===== config.mk =====
export PLATFORM = sky130hd
export DESIGN_NAME = sfc_core
export DESIGN_NICKNAME = d
export VERILOG_FILES = /design/src/sfc_pkg.sv /design/src/sfc_core.sv
export SDC_FILE = /design/constraint.sdc
export NUM_CORES = 1
export LEC_CHECK = 0
export BUFFER_PORTS_ARGS = -buffer_cell sky130_fd_sc_hd__buf_2
export CORE_AREA = 4 4 98 100
export DETAILED_ROUTE_END_ITERATION = 12
export DIE_AREA = 0 0 102 104
export PLACE_DENSITY = 0.82
export SLEW_MARGIN = 20
export SYNTH_ARGS = -nofsm -noshare
export SYNTH_HDL_FRONTEND = slang
export SYNTH_SLANG_ARGS = --single-unit

===== constraint.sdc =====
create_clock -name clk -period 2.55 [get_ports clk]
set_clock_uncertainty 0.15 [all_clocks]
set_input_delay 0.51 -clock clk [delete_from_list [all_inputs] [get_ports clk]]
set_output_delay 0.51 -clock clk [all_outputs]
set_load 0.05 [all_outputs]

===== src/sfc_pkg.sv =====
// Shared types and constants for the stuffed frame checker.
`default_nettype none
package sfc_pkg;

  localparam logic [7:0] FLAG_BYTE = 8'hFF;
  localparam logic [7:0] ZERO_BYTE = 8'h00;
  localparam logic [2:0] MIN_POS   = 3'd3;
  localparam logic [2:0] SAT_POS   = 3'd4;
  localparam int unsigned TYPE_BITS = 64;

  typedef enum logic [2:0] {
    ST_OK        = 3'd0,
    ST_BAD_START = 3'd1,
    ST_TOO_SHORT = 3'd2,
    ST_BAD_SUM   = 3'd3,
    ST_UNKNOWN   = 3'd4
  } status_t;

  typedef enum logic {
    KIND_PAYLOAD = 1'b0,
    KIND_STATUS  = 1'b1
  } kind_t;

  typedef struct packed {
    kind_t      kind;
    logic [7:0] payload;
    status_t    status;
    logic [7:0] ftype;
  } result_t;

endpackage
`default_nettype wire


===== src/sfc_core.sv =====
// Frame state, destuffing, checksum and status decision.
`default_nettype none
module sfc_core (
  input  wire logic              clk,
  input  wire logic              rst_n,
  input  wire logic              cfg_wr_en,
  input  wire logic [63:0]       cfg_wr_data,
  input  wire logic              advance,
  input  wire logic              s1_valid,
  input  wire logic [7:0]        s1_byte,
  input  wire logic              s1_eof,
  output logic                   has_result,
  output sfc_pkg::result_t       result
);
  import sfc_pkg::*;

  logic [63:0] types_r;
  logic [2:0]  pos_r, pos_nxt;
  logic [7:0]  xor_r, xor_nxt;
  logic        prev_ff_r, prev_ff_nxt;
  logic        start_r, start_nxt;
  logic [7:0]  type_r, type_nxt;
  logic        start_ok;
  logic        is_ff;
  logic        type_known;
  status_t     status;

  assign is_ff    = (s1_byte == FLAG_BYTE);
  assign start_ok = start_r
                    && !((pos_r == 3'd0) && !is_ff)
                    && !((pos_r == 3'd1) && (s1_byte != ZERO_BYTE));
  assign type_known = (type_r < 8'(TYPE_BITS)) && types_r[type_r[5:0]];

  always_comb begin
    if (!start_ok) begin
      status = ST_BAD_START;
    end else if (pos_r < MIN_POS) begin
      status = ST_TOO_SHORT;
    end else if (s1_byte != xor_r) begin
      status = ST_BAD_SUM;
    end else if (!type_known) begin
      status = ST_UNKNOWN;
    end else begin
      status = ST_OK;
    end
  end

  always_comb begin
    pos_nxt     = pos_r;
    xor_nxt     = xor_r;
    prev_ff_nxt = prev_ff_r;
    start_nxt   = start_r;
    type_nxt    = type_r;
    has_result  = 1'b0;
    result      = '{kind: KIND_PAYLOAD, payload: 8'd0, status: ST_OK, ftype: 8'd0};
    if (s1_eof) begin
      has_result  = 1'b1;
      result      = '{kind: KIND_STATUS, payload: 8'd0, status: status, ftype: type_r};
      pos_nxt     = 3'd0;
      xor_nxt     = 8'd0;
      prev_ff_nxt = 1'b0;
      start_nxt   = 1'b1;
      type_nxt    = 8'd0;
    end else begin
      start_nxt = start_ok;
      xor_nxt   = xor_r ^ s1_byte;
      if (pos_r == 3'd2) begin
        type_nxt = s1_byte;
      end
      if (pos_r >= MIN_POS) begin
        if (pos_r < SAT_POS) begin
          pos_nxt = pos_r + 3'd1;
        end
        if (start_ok) begin
          if (prev_ff_r && is_ff) begin
            prev_ff_nxt = 1'b0;
          end else begin
            prev_ff_nxt = is_ff;
            has_result  = 1'b1;
            result      = '{kind: KIND_PAYLOAD, payload: s1_byte, status: ST_OK,
                            ftype: 8'd0};
          end
        end
      end else begin
        pos_nxt = pos_r + 3'd1;
      end
    end
  end

  always_ff @(posedge clk) begin
    if (!rst_n) begin
      types_r   <= 64'hFF;
      pos_r     <= 3'd0;
      xor_r     <= 8'd0;
      prev_ff_r <= 1'b0;
      start_r   <= 1'b1;
      type_r    <= 8'd0;
    end else begin
      if (cfg_wr_en) begin
        types_r <= cfg_wr_data;
      end
      if (advance && s1_valid) begin
        pos_r     <= pos_nxt;
        xor_r     <= xor_nxt;
        prev_ff_r <= prev_ff_nxt;
        start_r   <= start_nxt;
        type_r    <= type_nxt;
      end
    end
  end

  a_pos_saturates: assert property (@(posedge clk) disable iff (!rst_n)
    pos_r <= SAT_POS) else $error("byte position beyond saturation");

  a_eof_clears: assert property (@(posedge clk) disable iff (!rst_n)
    (advance && s1_valid && s1_eof) |=> (pos_r == 3'd0 && xor_r == 8'd0 && start_r))
    else $error("frame state not cleared after last byte");

  a_no_payload_bad_start: assert property (@(posedge clk) disable iff (!rst_n)
    (s1_valid && !s1_eof && !start_ok) |-> !has_result)
    else $error("payload emitted for frame with bad start");

  a_payload_after_header: assert property (@(posedge clk) disable iff (!rst_n)
    (s1_valid && !s1_eof && has_result) |-> (pos_r >= MIN_POS))
    else $error("payload emitted inside header");

endmodule
`default_nettype wire


==> flow_metrics.py, run 1 <==
metrics = {
    "logic_synthesis": {
        "synth_cells": 417,
        "synth_top_area_share_pct": 40.02,
        "synth_area_sq_um": 4252,
        "syn-mean-instance-area_sq_um": 10.20,
        "yosysSeqAreaShare_pct": 40.02,
        "yosys_warnings": 0,
        "synth_top_area_cell": "dfxtp_1",
        "syn-num-nets": 500,
        "ys_types": 40,
        "ys_ff_latch": 85,
        "ys_top_cells_by_area": "dfxtp_1 (40%), mux2i_1 (16%), nor2b_1 (10%)",
    },
    "global_route": {
        "gr-total-overflow": 0,
        "grt_max_degree": 38,
        "grt_usage_pct": 20.31,
        "antenna_found_initial": 0,
        "grt_pass1_wl_um": 17290,
        "grt_pass1_vias": 3645,
    },
    "timing": {
        "rsz0062_at_grt": "yes",
        "fmax_ghz": 0.3309,
        "fin_tns_setup_ns": -2.502,
        "fin_crit_sh_pct": 118.5,
        "fin_crit_ns": 3.022,
        "hold_viol_final": 0,
        "setup_viol": 12,
        "slew_headroom_pct": 59.89,
        "setup_ws_ns": -0.4716,
        "worst_pin_slew_ns": 0.5976,
        "hold_slack_ns": 0.2206,
        "slew_violations": 0,
    },
    "critical_path": {
        "worstPathRequired_ns": 1.89,
        "cpMaxStageDelayCell": "mux4_2",
        "crit_arrival_ns": 2.36,
        "path_cells": "buf_6, mux4_2, a221oi_2, a221oi_2, nor4b_4, buf_6",
        "worstSetupEndpointType": "output pin",
        "crit_type": "reg -> out",
        "worstSetupStartpointType": "flop",
        "critPathMaxFanout": 5,
        "cpPeakStageDelay_ns": 0.51,
    },
    "clock_tree": {
        "root_buffer": "clkbuf_8",
        "h-tree-depth": 3,
        "numCtsBuffers": 9,
        "cts_buffer_depth": 2,
        "cts_sinks": 85,
        "clk_pin_slew_ns": 0.08,
        "clock_latency_ns": 0.35,
        "cts_tree": "yes",
        "hold_buffers": 0,
    },
    "power": {
        "power.density_nw_per_um2": 520.0,
        "p_leak_nw": 2.394,
        "design_power_total_mw": 2.894,
        "ir_drop_mv": 0.3627,
    },
    "routing": {
        "vias_per_cell": 5.324,
        "drtPass1Iterations": 4,
        "wl_per_cell_um": 16.53,
        "drt_iter0_markers": 159,
        "drcViolationCount": 0,
        "postRouteAntennaNets": 0,
        "routed-via-count": 3450,
        "drt_wl_total_um": 10710,
    },
    "floorplanning": {
        "die_h_um": 104,
        "fp-row-count": 34,
        "dieArea_sq_um": 10610,
        "io_pins": 99,
        "initial_core_util_pct": 48.99,
        "die_x_um": 102,
        "coreArea_sq_um": 8678,
    },
    "run_status": {
        "status": "complete, but fails checks",
        "violations": "setup timing",
    },
    "final_layout": {
        "diodes": 0,
        "nFillCells": 705,
        "layout-area-overhead-vs-synth_pct": 30.87,
        "drive_above_1_share_pct": 37.59,
        "layout.nets": 619,
    },
    "placement": {
        "place_ws_ns": -0.4436,
        "globalplace.congestion": 0.8312,
        "detailed_place_hpwl_um": 7614,
        "io_buffers": 98,
    },
    "worst_hold_path": {
        "hp-class": "in -> reg",
    },
    "run": {
        "maxCapViolCount": 0,
    },
}
[cells by family (layout without fill, tap and decap cells)]
| family | after synthesis | in the layout | share of synthesized area, % |
|---|---|---|---|
| buffers and inverters | 34 | 157 | 3.855 |
| DFF | 85 | 85 | 40.02 |
| muxes | 88 | 88 | 25.54 |
| adders and majority gates | 5 | 5 | 1.471 |
| and+or+nand+nor | 155 | 155 | 21.10 |
| AOI/OAI and AO/OA | 42 | 42 | 6.357 |
| xor gates and xnor gates | 8 | 8 | 1.648 |
[layout make-up]
class                      count  area [sq um]  area share [%]
clock buffer                  12         165.2           2.968
clock inverter                 3         67.56           1.214
inverter                       4         15.01          0.2698
multi-input combinational    298          2507           45.06
sequential                    85          1710           30.74
tap                          108         135.1           2.429
timing repair buffer         138         963.4           17.32
[cell usage in the layout, fill, tap and decap left out, types with 2 or more instances in the layout]
master	count
o21ai_1	15
o21ai_0	4
a221oi_2	2
and2_4	8
a21oi_1	2
buf_6	14
clkbuf_8	12
mux2_2	2
nor2b_1	69
buf_8	9
mux4_2	16
nor2_1	17
xnor2_1	8
ha_1	5
nand4_1	4
inv_1	3
and2_1	18
dfxtp_2	4
mux2i_1	68
mux2_4	2
a22oi_1	8
or4_4	2
a21o_1	2
dfxtp_1	80
nand2_1	23
buf_4	32
nor3_1	2
buf_2	82
nor4b_4	2
bufinv_16	2
[per-stage QoR]
step | instance area, sq um | cells | utilization [%]
after global placement | 5044 | 629 | 58.12
after global routing | 5564 | 648 | 64.11
after floorplan | 4282 | 417 | -
final | 5564 | 648 | 64.11
after CTS | 5490 | 647 | 63.26
after detailed placement | 5044 | 629 | 58.12
[cell usage after synthesis]
cell / count
a21oi_2: 1
o31a_1: 1
buf_1: 1
or4_1: 3
dfxtp_1: 85
a221oi_1: 2
o21ai_1: 16
nor3_1: 2
nand2b_1: 1
inv_1: 3
clkbuf_1: 22
nor3b_1: 1
nand4_1: 4
xnor2_1: 8
or2_1: 1
mux2i_1: 68
ha_1: 5
nor2_1: 18
inv_2: 1
nor4b_4: 1
nand4b_1: 1
buf_6: 4
nor4b_2: 1
nor2b_1: 70
a211oi_1: 1
a22oi_1: 8
a2111oi_2: 1
nand2_1: 23
mux4_2: 16
mux2_2: 4
buf_2: 2
a21o_1: 2
a32oi_1: 1
o311ai_1: 1
nand3_1: 1
nor4_1: 1
and2_1: 27
a21oi_1: 3
buf_4: 1
o21ai_0: 5
[where the power goes]
part	internal, mW	switching, mW
Combinational	0.200	0.180
Clock	0.627	0.457
Sequential	1.39	0.0377
Total	2.22	0.675
[registers in the layout (all words and copies together), names as in the netlist]
name / cells
type_r: 8
types_r: 64
pos_r: 3
prev_ff_r: 1
start_r: 1
xor_r: 8
[critical path, delay by kind of cell (launching register included)]
family                 cells  cell delay [ns]
flip-flops                 1             0.40
AND/OR/NAND/NOR            1             0.33
AO/OA/AOI/OAI              2             0.44
multiplexers               1             0.51
buffers and inverters      2             0.33
[metal layers]
metal / vias up / part of all wire, % / track usage [%]
li1: 1683 / - / -
met1: 1636 / 43 / 26.13
met2: 114 / 50 / 33.94
met3: 17 / 5.6 / 3.555
met4: 0 / 1.6 / 7.029
met5: - / 0 / 0
[worst paths after layout]
path	start	to	slack [ns]	cells after the start
hold reg to reg	types_r[7]$_SDFFE_PN1P_	types_r[7]$_SDFFE_PN1P_	0.32	2
hold / removal	cfg_wr_data[1]	types_r[1]$_SDFFE_PN1P_	0.22	3
setup / recovery	type_r[1]$_SDFFE_PN0P_	result[10]	-0.47	6
setup reg to reg	pos_r[1]$_SDFFE_PN0P_	prev_ff_r$_SDFFE_PN0P_	0.47	8
[repair_timing]
item / CTS / global route
resized for setup: 53 / 16
pin swaps: 15 / 7
buffers inserted: 4 / 2
endpoints found under the setup margin: 12 / 12
No activity file was read; power rests on OpenSTA's default activity.
==> run 2: changes to the inputs <==
--- a/config.mk
+++ b/config.mk
@@ -6,10 +6,11 @@
 export NUM_CORES = 1
 export LEC_CHECK = 0
 export BUFFER_PORTS_ARGS = -buffer_cell sky130_fd_sc_hd__buf_2
-export CORE_AREA = 4 4 98 100
+export CORE_AREA = 4 4 94 96
 export DETAILED_ROUTE_END_ITERATION = 12
-export DIE_AREA = 0 0 102 104
-export PLACE_DENSITY = 0.82
+export DIE_AREA = 0 0 98 100
+export PLACE_DENSITY = 0.88
+export REMOVE_ABC_BUFFERS = 1
 export SLEW_MARGIN = 20
 export SYNTH_ARGS = -nofsm -noshare
 export SYNTH_HDL_FRONTEND = slang
==> flow_metrics.py, run 2 (synthesis gave the netlist of run 1 again) <==
metrics = {
    "run_status": {
        "status": "complete, but fails checks",
        "violations": "setup timing",
    },
    "timing": {
        "worst_pin_slew_ns": 0.5790,
        "fin_crit_ns": 3.081,
        "slew_headroom_pct": 61.14,
        "fin_crit_sh_pct": 120.8,
        "fin_tns_setup_ns": -3.245,
        "setup_ws_ns": -0.5311,
        "slew_violations": 0,
        "rsz0062_at_grt": "yes",
        "fmax_ghz": 0.3246,
        "hold_viol_final": 0,
        "setup_viol": 12,
        "hold_slack_ns": 0.2289,
    },
    "routing": {
        "drt_iter0_markers": 186,
        "routed-via-count": 3459,
        "drtPass1Iterations": 5,
        "wl_per_cell_um": 16.12,
        "drt_wl_total_um": 10410,
        "vias_per_cell": 5.354,
        "drcViolationCount": 0,
        "postRouteAntennaNets": 0,
    },
    "global_route": {
        "grt_pass1_vias": 3492,
        "antenna_found_initial": 0,
        "grt_usage_pct": 21.24,
        "grt_pass1_wl_um": 16840,
        "gr-total-overflow": 0,
        "grt_max_degree": 57,
    },
    "floorplanning": {
        "initial_core_util_pct": 52.80,
        "coreArea_sq_um": 8051,
        "dieArea_sq_um": 9800,
        "die_h_um": 100,
        "die_x_um": 98,
        "fp-row-count": 33,
        "io_pins": 99,
    },
    "final_layout": {
        "nFillCells": 583,
        "reg.largest.list": "types_r (64), type_r (8), xor_r (8)",
        "multi_input_area_sq_um": 2501,
        "final_cell_mix": "buf_2 (82), dfxtp_1 (80), nor2b_1 (69), mux2i_1 (67), buf_4 (34)",
        "largest_reg_flops": 64,
        "layout-area-overhead-vs-synth_pct": 30.84,
        "final_common_cell": "buf_2",
        "largest-register": "types_r",
        "final-seq-area_sq_um": 1710,
        "fin_area_sq_um": 5563,
        "layout.nets": 619,
        "diodes": 0,
        "drive_above_1_share_pct": 37.34,
    },
    "power": {
        "power.density_nw_per_um2": 536.3,
        "ir_drop_mv": 0.4330,
        "p_leak_nw": 2.396,
        "design_power_total_mw": 2.983,
    },
    "run": {
        "maxCapViolCount": 0,
    },
    "placement": {
        "detailed_place_hpwl_um": 7392,
        "dpl_cell_area_sq_um": 5030,
        "globalplace.congestion": 0.8661,
        "io_buffers": 98,
    },
    "clock_tree": {
        "root_buffer": "clkbuf_8",
        "clock_latency_ns": 0.36,
        "clk_pin_slew_ns": 0.08,
        "numCtsBuffers": 9,
        "cts_tree": "yes",
        "hold_buffers": 0,
        "cts_buffer_depth": 2,
        "h-tree-depth": 3,
        "cts_sinks": 85,
    },
    "critical_path": {
        "worstSetupEndpointType": "output pin",
        "crit_arrival_ns": 2.42,
        "path_cells": "buf_6, mux4_2, mux2_4, o21ai_2, a211oi_2, nor4b_2, buf_4",
        "critPathMaxFanout": 3,
        "worstReg2RegStart": "pos_r[1]$_SDFFE_PN0P_",
        "crit_path_start": "type_r[0]$_SDFFE_PN0P_",
        "worstSetupStartpointType": "flop",
        "cpMaxStageDelayCell": "mux4_2",
        "worstPathRequired_ns": 1.89,
        "crit_type": "reg -> out",
        "cpPeakStageDelay_ns": 0.49,
    },
    "worst_hold_path": {
        "hp-class": "in -> reg",
        "min_from": "cfg_wr_data[0]",
    },
}
-- run 2: cell count changes in the layout (fill, tap and decap cells not counted), moves of 2 or more --
cell and change:
and2_1 +2, buf_8 -2, buf_4 +2, clkbuf_8 -2
-- run 2: stage by stage --
| step | worst slack [ns] | utilization (%) | cells |
|---|---|---|---|
| 2_1_floorplan | -0.9166 | - | 387 |
| 3_3_place_gp | -0.4489 | 62.47 | 627 |
| 3_5_place_dp | -0.4754 | 62.47 | 627 |
| 4_1_cts | -0.5853 | 67.85 | 646 |
| 5_1_grt | -0.6302 | 69.09 | 646 |
| 6_report | -0.5311 | 69.09 | 646 |
-- run 2: critical path, delay by kind of cell, from the launching register on --
| kind | cells | cell delay [ns] |
|---|---|---|
| compound gates | 2 | 0.20 |
| mux | 2 | 0.78 |
| flops | 1 | 0.39 |
| simple gates | 1 | 0.31 |
| buf+inv | 2 | 0.38 |
-- run 2: per-layer routing --
layer	GRT usage, %	up-vias	wire length (um)
met2	36.60	119	5090
met5	0	-	0
li1	-	1684	-
met1	26.19	1635	4391
met4	6.390	0	190
met3	5.629	21	740
-- run 2: report_power, final --
part | switching (mW) | internal (mW)
Combinational | 0.180 | 0.206
Sequential | 0.0371 | 1.39
Clock | 0.488 | 0.681
-- run 2: worst paths after layout --
check / slack, ns / to / cells after the start
max: -0.53 / result[10] / 7
min: 0.23 / types_r[0]$_SDFFE_PN1P_ / 3
max reg2reg: 0.50 / prev_ff_r$_SDFFE_PN0P_ / 8
min reg2reg: 0.36 / types_r[3]$_SDFFE_PN1P_ / 2
-- run 2: layout make-up --
class                      count  share of cell area [%]
tap                          105                   2.362
multi-input combinational    298                   44.96
sequential                    85                   30.75
clock buffer                  11                   2.542
timing repair buffer         138                   17.21
inverter                       4                  0.2699
clock inverter                 5                   1.912
-- run 2: what timing repair did --
action | 4_1_cts | 5_1_grt
pin swaps | 11 | 13
setup endpoints to repair | 12 | 12
setup buffers | 4 | 1
resized for setup | 46 | 27
==> run 3: changes to the inputs <==
--- a/config.mk
+++ b/config.mk
@@ -9,6 +9,7 @@
 export CORE_AREA = 4 4 94 96
 export DETAILED_ROUTE_END_ITERATION = 12
 export DIE_AREA = 0 0 98 100
+export GPL_TIMING_DRIVEN = 0
 export PLACE_DENSITY = 0.88
 export REMOVE_ABC_BUFFERS = 1
 export SLEW_MARGIN = 20
==> flow_metrics.py, run 3 (synthesis gave the netlist of run 1 again) <==
metrics = {
    "final_layout": {
        "final_cell_mix": "dfxtp_1 (79), buf_2 (78), nor2b_1 (70), mux2i_1 (68), nand2_1 (22)",
        "largest-register": "types_r",
        "final_util_pct": 67.07,
        "final_cells": 627,
        "nFillCells": 606,
        "final_common_cell": "dfxtp_1",
        "drive_above_1_share_pct": 35.25,
        "largest_reg_flops": 64,
        "layout.nets": 600,
        "diodes": 0,
        "reg.largest.list": "types_r (64), type_r (8), xor_r (8)",
        "layout-area-overhead-vs-synth_pct": 27.02,
    },
    "clock_tree": {
        "h-tree-depth": 3,
        "root_buffer": "clkbuf_8",
        "numCtsBuffers": 9,
        "cts_tree": "yes",
        "clock_latency_ns": 0.34,
        "cts_sinks": 85,
        "clk_pin_slew_ns": 0.09,
        "cts_buffer_depth": 2,
    },
    "routing": {
        "drt_iter0_markers": 130,
        "routed-via-count": 3319,
        "drtPass1Iterations": 4,
        "drt_wl_total_um": 9813,
        "postRouteAntennaNets": 0,
        "vias_per_cell": 5.293,
        "drcViolationCount": 0,
        "wl_per_cell_um": 15.65,
    },
    "power": {
        "ir_drop_mv": 0.3561,
        "p_seq_share_pct": 53.8,
        "swShare_pct": 26.57,
        "p_leak_nw": 2.274,
        "comb_power_share_pct": 13.7,
        "p_int_mw": 1.946,
        "clkPwrFrac_pct": 32.5,
        "power.density_nw_per_um2": 490.7,
        "p_switching_mw": 0.7041,
    },
    "global_route": {
        "grt_max_degree": 87,
        "grt_usage_pct": 19.92,
        "gr-total-overflow": 0,
        "grt_pass1_wl_um": 16010,
        "antenna_found_initial": 0,
        "grt_pass1_vias": 3360,
    },
    "timing": {
        "slew_headroom_pct": 50.80,
        "rsz0062_at_grt": "yes",
        "fin_crit_sh_pct": 117.4,
        "fmax_ghz": 0.3339,
        "setup_ws_ns": -0.4450,
        "hold_viol_final": 0,
        "setup_viol": 12,
        "slew_violations": 0,
        "worst_pin_slew_ns": 0.7353,
        "fin_crit_ns": 2.995,
    },
    "floorplanning": {
        "io_pins": 99,
        "fp-row-count": 33,
        "die_h_um": 100,
        "die_x_um": 98,
        "initial_core_util_pct": 52.80,
        "coreArea_sq_um": 8051,
        "dieArea_sq_um": 9800,
    },
    "critical_path": {
        "crit_type": "reg -> out",
        "r2r_cells": 7,
        "critPathMaxFanout": 7,
        "worstPathRequired_ns": 1.89,
        "worstSetupEndpointType": "output pin",
        "crit_arrival_ns": 2.33,
        "worstSetupStartpointType": "flop",
    },
    "placement": {
        "io_buffers": 98,
        "detailed_place_hpwl_um": 6310,
        "globalplace.congestion": 0.8243,
        "place_inst": 591,
    },
    "run_status": {
        "status": "complete, but fails checks",
        "violations": "setup timing",
    },
    "run": {
        "maxCapViolCount": 0,
    },
    "worst_hold_path": {
        "hold_depth": 3,
        "hp-class": "in -> reg",
    },
}
## run 3: changes by cell type in the layout (fill, tap and decap cells not counted), moves of 3 or more
cell | before | now
clkinvlp_4 | 1 | 4
buf_2 | 82 | 78
bufinv_16 | 3 | 0
buf_8 | 7 | 12
buf_6 | 13 | 7
buf_4 | 34 | 18
## run 3: worst paths after layout
path,from,endpoint,slack (ns)
hold reg to reg,types_r[6]$_SDFFE_PN1P_,types_r[6]$_SDFFE_PN1P_,0.33
setup reg to reg,pos_r[0]$_SDFFE_PN0P_,prev_ff_r$_SDFFE_PN0P_,0.58
hold / removal,cfg_wr_data[7],types_r[7]$_SDFFE_PN1P_,0.24
setup / recovery,type_r[1]$_SDFFE_PN0P_,result[10],-0.44
## run 3: power by group through the flow
stage / Sequential, mW / Clock [mW] / Combinational [mW]
floorplan: 1.45 / 0 / 0.181
global placement: 1.45 / 0 / 0.318
detailed placement: 1.46 / 0 / 0.331
CTS: 1.42 / 0.886 / 0.356
global route: 1.43 / 0.952 / 0.399
finish: 1.42 / 0.862 / 0.363
## run 3: cell type report
class | instances | area, sq um | share of cell area, %
multi-input combinational | 298 | 2490 | 46.11
sequential | 85 | 1717 | 31.79
timing repair buffer | 119 | 872.1 | 16.15
tap | 105 | 131.4 | 2.433
clock buffer | 10 | 127.6 | 2.363
clock inverter | 6 | 47.55 | 0.8804
inverter | 4 | 15.01 | 0.2780
## run 3: repair_timing
| action | CTS | global route |
|---|---|---|
| hold buffers | 0 | 0 |
| pin swaps | 10 | 13 |
| cloned | 0 | 0 |
| endpoints found under the setup margin | 12 | 12 |
| gates resized for setup | 60 | 29 |
| buffers inserted | 16 | 5 |
## run 3: metrics by stage
stage	area (sq um)	total power, mW	TNS (ns)	worst slack [ns]	hold WS [ns]
finish	5400	2.650	-2.735	-0.4450	0.2369
global route	5400	2.783	-3.252	-0.5426	0.2199
CTS	5274	2.666	-3.124	-0.4561	0.2207
detailed placement	4755	1.789	-5.019	-0.8523	0.3077
global placement	4725	1.772	-4.218	-0.8485	0.3006
floorplan	4103	1.628	-2.354	-0.9166	0.2843
## run 3: routing by layer
metal	share of wire, %	vias up	track usage (%)
met3	6.3	14	5.907
li1	-	1651	-
met5	0	-	0
met4	1.5	0	4.579
met2	49	109	33.09
met1	43	1545	25.79
## run 3: critical path, cell delays in order, from the launching register on
cell      delay [ns]
dfxtp_4         0.41
buf_4           0.13
mux4_2          0.49
a221oi_2        0.31
a221oi_2        0.11
nor4b_2         0.29
buf_4           0.25
